<file path="config.mk">
export PLATFORM = sky130hd
export DESIGN_NAME = pbm_ctrl
export DESIGN_NICKNAME = d
export VERILOG_FILES = /design/src/rtl/pbm_pkg.sv /design/src/rtl/pbm_ctrl.sv
export SDC_FILE = /design/constraint.sdc
export NUM_CORES = 1
export LEC_CHECK = 0
export BUFFER_PORTS_ARGS = -buffer_cell sky130_fd_sc_hd__clkbuf_2
export CAP_MARGIN = 20
export CORE_AREA = 2 2 39 41
export DETAILED_ROUTE_END_ITERATION = 10
export DIE_AREA = 0 0 41 43
export PLACE_DENSITY = 0.53
export SYNTH_ARGS = -nofsm -noshare
export SYNTH_HDL_FRONTEND = slang
export SYNTH_SLANG_ARGS = --single-unit
</file>
<file path="constraint.sdc">
create_clock -name clk -period 3.2 [get_ports clk]
set_input_delay 0.16 -clock clk [delete_from_list [all_inputs] [get_ports clk]]
set_output_delay 0.16 -clock clk [all_outputs]
set_load 0.01 [all_outputs]
</file>
<file path="src/rtl/pbm_pkg.sv">
package pbm_pkg;

  localparam int unsigned PORT_W = 16;
  localparam int unsigned WORD_W = 32;
  localparam int unsigned BIT_W = 5;
  // word index that can also hold the full map depth (2048)
  localparam int unsigned WIDX_W = 12;

  localparam logic [PORT_W-1:0] LO_BOUND_RESET = 16'd12000;
  localparam logic [PORT_W-1:0] HI_BOUND_RESET = 16'd56000;

  localparam logic REG_LO_BOUND = 1'b0;
  localparam logic REG_HI_BOUND = 1'b1;

  localparam logic KIND_RESERVE = 1'b0;
  localparam logic KIND_RELEASE = 1'b1;

  localparam logic [1:0] STATUS_OK = 2'd0;
  localparam logic [1:0] STATUS_EXHAUSTED = 2'd1;
  localparam logic [1:0] STATUS_NOT_RESERVED = 2'd2;

  typedef struct packed {
    logic clr_write;
    logic capture;
    logic scan_start;
    logic scan_issue;
    logic fin_scan;
    logic rel_read;
    logic fin_rel;
  } cmd_t;

  typedef struct packed {
    logic clr_last;
    logic hit;
    logic issue_ok;
  } sts_t;

  // lowest set bit position; caller qualifies with |v
  function automatic logic [BIT_W-1:0] first_set(input logic [WORD_W-1:0] v);
    logic [BIT_W-1:0] pos;
    pos = '0;
    for (int i = WORD_W - 1; i >= 0; i--) begin
      if (v[i]) begin
        pos = BIT_W'(i);
      end
    end
    return pos;
  endfunction

endpackage

</file>
<file path="src/rtl/pbm_ctrl.sv">
module pbm_ctrl (
  input  logic          clk,
  input  logic          rst,
  input  logic          in_valid,
  output logic          in_stall,
  input  logic          kind,
  output logic          out_valid,
  input  logic          out_stall,
  output pbm_pkg::cmd_t cmd,
  input  pbm_pkg::sts_t sts
);
  import pbm_pkg::*;

  typedef enum logic [4:0] {
    ST_CLEAR   = 5'b00001,
    ST_IDLE    = 5'b00010,
    ST_SCAN    = 5'b00100,
    ST_REL_RD  = 5'b01000,
    ST_REL_CHK = 5'b10000
  } state_t;

  state_t state, state_next;
  logic   out_valid_next;
  logic   out_free;
  logic   in_xfer;
  logic   load_result;

  assign out_free    = !out_valid || !out_stall;
  assign in_stall    = (state != ST_IDLE);
  assign in_xfer     = in_valid && !in_stall;
  assign load_result = cmd.fin_scan || cmd.fin_rel;

  always_comb begin
    state_next = state;
    cmd        = '0;
    unique case (state)
      ST_CLEAR: begin
        cmd.clr_write = 1'b1;
        if (sts.clr_last) state_next = ST_IDLE;
      end
      ST_IDLE: begin
        if (in_xfer) begin
          cmd.capture = 1'b1;
          if (kind == KIND_RESERVE) begin
            cmd.scan_start = 1'b1;
            state_next = ST_SCAN;
          end else begin
            state_next = ST_REL_RD;
          end
        end
      end
      ST_SCAN: begin
        // done on a hit or when no word is left; hold if result slot is full
        if (sts.hit || !sts.issue_ok) begin
          if (out_free) begin
            cmd.fin_scan = 1'b1;
            state_next = ST_IDLE;
          end
        end else begin
          cmd.scan_issue = 1'b1;
        end
      end
      ST_REL_RD: begin
        cmd.rel_read = 1'b1;
        state_next = ST_REL_CHK;
      end
      ST_REL_CHK: begin
        if (out_free) begin
          cmd.fin_rel = 1'b1;
          state_next = ST_IDLE;
        end
      end
      default: state_next = ST_CLEAR;
    endcase
  end

  always_comb begin
    out_valid_next = out_valid;
    if (out_valid && !out_stall) out_valid_next = 1'b0;
    if (load_result) out_valid_next = 1'b1;
  end

  always_ff @(posedge clk) begin
    if (rst) begin
      state     <= ST_CLEAR;
      out_valid <= 1'b0;
    end else begin
      state     <= state_next;
      out_valid <= out_valid_next;
    end
  end

`ifndef ASSERT_OFF
  a_no_overwrite: assert property (@(posedge clk) disable iff (rst)
    load_result |-> (!out_valid || !out_stall))
    else $error("result loaded over an untaken transfer");

  a_clear_quiet: assert property (@(posedge clk) disable iff (rst)
    (state == ST_CLEAR) |-> (!out_valid && !load_result))
    else $error("result during clearing pass");

  a_issue_excl: assert property (@(posedge clk) disable iff (rst)
    cmd.scan_issue |=> !cmd.fin_rel && !cmd.capture)
    else $error("scan issue not followed by scan or finish");
`endif

endmodule

</file>
======== Word level (Yosys, flattened, before mapping) ========
Index checks and enable logic that the tools add are counted.
storage, ports and cells
  output and inout bits ................... 9
  register bits after elaboration ......... 6
  logic and storage cells ................. 40
cells by class
  multiplexer cells ....................... 18
  reduce and logical (&&, ||, !) cells .... 11
  equality and inequality tests ........... 9
operators with widths
  operator            count
  $pmux 5 s5          1
  $mux 5              4
  $mux 1              9
  $mux 2              3
  $ne 2x2->1 const B  3
  $eq 5x1->1 const B  1
  $eq 5x2->1 const B  1
  $eq 5x3->1 const B  1
  $eq 5x4->1 const B  1
  $eq 5x5->1 const B  1
  $ne 5x2->1 const B  1
  $logic_not 1->1     4
  $mux 4              1
  $logic_or 1x1->1    3
  $reduce_and 3->1    1
  $logic_and 1x1->1   2
  $reduce_bool 2->1   1

======== Depth between registers and ports, before layout ========
  depth after elaboration ................. 7
  gate-level depth with buffers ........... 4
  depth with buffers taken out ............ 4

======== Worst setup path before layout ========
No wires, ideal clock.
  kind .................................... flip-flop to output port
  from .................................... register state[1]
  to ...................................... output port cmd[6] in the netlist's numbering
  arrival ................................. 1.050 ns
  buffers on the path ..................... 0
  path slack .............................. 1.990 ns
  stages on the path, launching flop included .. 3
  cells stage by stage .................... dfxtp_1 > or3_4 > nor3_1
RTL lines
  item                      RTL line        RTL
  start: declaration        pbm_ctrl.sv:22  state_t state, state_next;
  start signal: assignment  pbm_ctrl.sv:88  state <= state_next;
  end: declaration          pbm_ctrl.sv:9   output pbm_pkg::cmd_t cmd,

==> impl_metrics.py <==
metrics = {
    "clock_tree": {
        "cts_inserted_buffers": 3,
        "path_clk_slew_ns": 0.04,
        "cts_sinks": 6,
        "cts_resized": 0,
        "holdBufCountCts": 0,
        "cts_buffer_depth": 2,
        "root_buffer": "clkbuf_4",
        "clk_latency_ns": 0.24,
        "cts_setup_buffers": 0,
        "htreeDepth": 1,
        "cts_tree": "built",
    },
    "yosys": {
        "ys_seq_area_share_pct": 29.5,
        "synth_cell_types": 28,
        "avgSynthCellArea_um2": 8.47,
        "ys_ff_latch": 6,
        "synth.net_count": 56,
        "yosys_warnings": 0,
        "synthCells": 48,
        "syn_area_um2": 407,
    },
    "route": {
        "via_per_inst": 4.89,
        "detail-route-antenna-nets": 0,
        "drtIter0Drc": 14,
        "dr_total_vias": 406,
        "drcViolationCount": 0,
        "drt_wl_total_um": 890,
        "wl_per_cell_um": 10.7,
        "drt-pass1-iter-count": 4,
    },
    "grt": {
        "antenna_found_initial": 0,
        "grt_usage_pct": 12.1,
        "grt_pass1_vias": 354,
        "grt_first_pass_wirelength_mm": 1.44,
        "gr-total-overflow": 0,
        "grt_max_degree": 8,
    },
    "critical_path": {
        "rrSetupSlack_ns": 1.98,
        "reg2regPathDepth": 4,
        "crit_family": "simple AND/OR/NAND/NOR gates",
        "crit_path_end": "cmd[1]",
        "cp_cell_sequence": "or3_4 -> nor3_4 -> clkbuf_2",
        "critPathLaunch": "state[1]$_SDFFE_PP0P_",
        "critPathRequiredTime_ns": 3.04,
        "cp_data_arrival_time_ns": 1.38,
        "end_kind": "primary output",
        "max_stage_delay_ns": 0.45,
        "r2r-end": "state[1]$_SDFFE_PP0P_",
        "start_kind": "flip-flop",
        "crit_slowest_cell": "or3_4",
        "critPathBufInv": 1,
        "crit_fanout": 7,
        "critPathKind": "flip-flop to primary output",
        "cp.depth": 3,
        "r2r_start": "state[0]$_SDFFE_PP1P_",
    },
    "floorplan": {
        "dieArea_um2": 1760,
        "die_y_um": 43,
        "fp-row-count": 14,
        "core_um2": 1380,
        "start_util_pct": 29.4,
        "ios": 17,
        "die_w_um": 41,
    },
    "power": {
        "p_comb_share_pct": 14.6,
        "total_leakage_power_nw": 0.238,
        "p_sw_w": 0.0000445,
        "power_frac_seq_pct": 46.6,
        "swShare_pct": 25.3,
        "intPower_w": 0.000131,
        "totalPowerFinal_w": 0.000176,
        "powerDensity_nw_per_um2": 332,
        "irDropWorstVdd_uv": 222,
        "power.share.clock_pct": 38.7,
    },
    "place": {
        "place_congestion": 0.698,
        "post-place-ws_ns": 1.90,
        "portBuffers": 16,
        "place_hpwl_um": 739,
    },
    "min_path": {
        "worstHoldStart": "rst",
        "hold_path_class": "input pin to flip-flop",
    },
    "layout": {
        "fillCellCount": 150,
        "multi_input_area_um2": 272,
        "drive_gt1_share_pct": 44.8,
        "final_nets": 77,
        "area_growth_syn_to_layout_pct": 30.2,
        "antenna_cells": 0,
        "seq_area_um2": 120,
    },
    "sta": {
        "max-slew-margin-rel_pct": 77.9,
        "min_period_over_period_pct": 48.2,
        "period_needed_ns": 1.54,
        "final_max_slew_viol_count": 0,
        "clock_skew_ns": 0.00180,
        "fmax_mhz": 648,
        "hold_violations": 0,
        "setup_viol_count_final": 0,
        "worst_slack_ns": 1.66,
        "worstMarginPinSlew_ns": 0.331,
        "rsz0062_at_grt": "false",
        "setup_tns_ns": 0,
    },
    "status": {
        "outcome": "finished clean",
    },
    "job": {
        "drv_cap": 0,
    },
}
-- synth_stat cells (all sizes together) --
library cell | instances | share of area [%]
and3 | 1 | 1.5
nand3 | 2 | 2.5
nand2 | 4 | 4.3
o221ai | 1 | 2.2
o21a | 1 | 1.8
o22ai | 1 | 3.1
o311a | 1 | 2.5
dfxtp | 6 | 30
a31o | 1 | 2.2
a41oi | 1 | 4.0
o21ai | 3 | 4.6
and2b | 2 | 4.9
nor2 | 6 | 6.2
nand2b | 1 | 1.5
nor3 | 4 | 10
inv | 4 | 3.7
nand4 | 1 | 1.5
o31ai | 1 | 1.8
a21oi | 2 | 2.5
a31oi | 2 | 3.1
or3 | 3 | 6.2
-- cells by family (layout without fill, tap and decap cells) --
family                 Yosys count  count (layout)  synth area share (%)
buffers and inverters            4              23                  3.69
AOI/OAI and AO/OA               14              14                  27.7
and+or+nand+nor                 24              24                  39.1
DFF                              6               6                  29.5
-- power groups by stage --
stage	clock network, W	registers, W	logic (W)
4_1_cts	0.0000721	0.0000820	0.0000260
6_report	0.0000681	0.0000820	0.0000257
3_3_place_gp	0	0.0000834	0.0000256
3_5_place_dp	0	0.0000833	0.0000259
5_1_grt	0.0000752	0.0000827	0.0000290
2_1_floorplan	0	0.0000825	0.0000153
-- cell type report --
class	instances	share of cell area [%]
clock buffers	3	4.26
multi-input cells	38	51.3
well taps	16	3.78
repair buffers	16	15.1
inverters	4	2.84
flip-flops and latches	6	22.7
-- worst min-delay path by stage --
stage	cells after the start	end	slack [ns]
CTS	2	state[4]$_SDFFE_PP0P_	0.16
finish	2	state[4]$_SDFFE_PP0P_	0.17
detailed placement	2	state[4]$_SDFFE_PP0P_	0.42
global placement	2	state[4]$_SDFFE_PP0P_	0.42
floorplan	1	state[4]$_SDFFE_PP0P_	0.23
global route	2	state[4]$_SDFFE_PP0P_	0.18
-- through the flow --
stage	area (um2)	hold slack, ns	std cells	utilization (%)
finish	529	0.172	83	38.2
global route	529	0.183	83	38.2
CTS	529	0.158	83	38.2
detailed placement	507	0.416	80	36.6
global placement	507	0.421	80	36.6
floorplan	407	0.227	48	-
-- placed cells by master (no fill, tap or decap), drive strengths merged --
master   n
a21oi    2
a31o     1
a31oi    2
a41oi    1
and2b    2
and3     1
clkbuf  19
dfxtp    6
inv      4
nand2    4
nand2b   1
nand3    2
nand4    1
nor2     6
nor3     4
o21a     1
o21ai    3
o221ai   1
o22ai    1
o311a    1
o31ai    1
or3      3
-- flip-flops by register name, indices dropped and copies added, names as in the netlist --
| register | count |
|---|---|
| state | 5 |
| out_valid | 1 |
-- metal layers --
metal  vias up  global-route usage, %  routed length [um]
li1        217                      -                   -
met1       172                   17.1                 415
met2        17                   16.3                 390
met3         0                   1.57                  83
met4         0                   8.00                   0
met5         -                      0                   0
No activity file was read; power rests on OpenSTA's default activity.
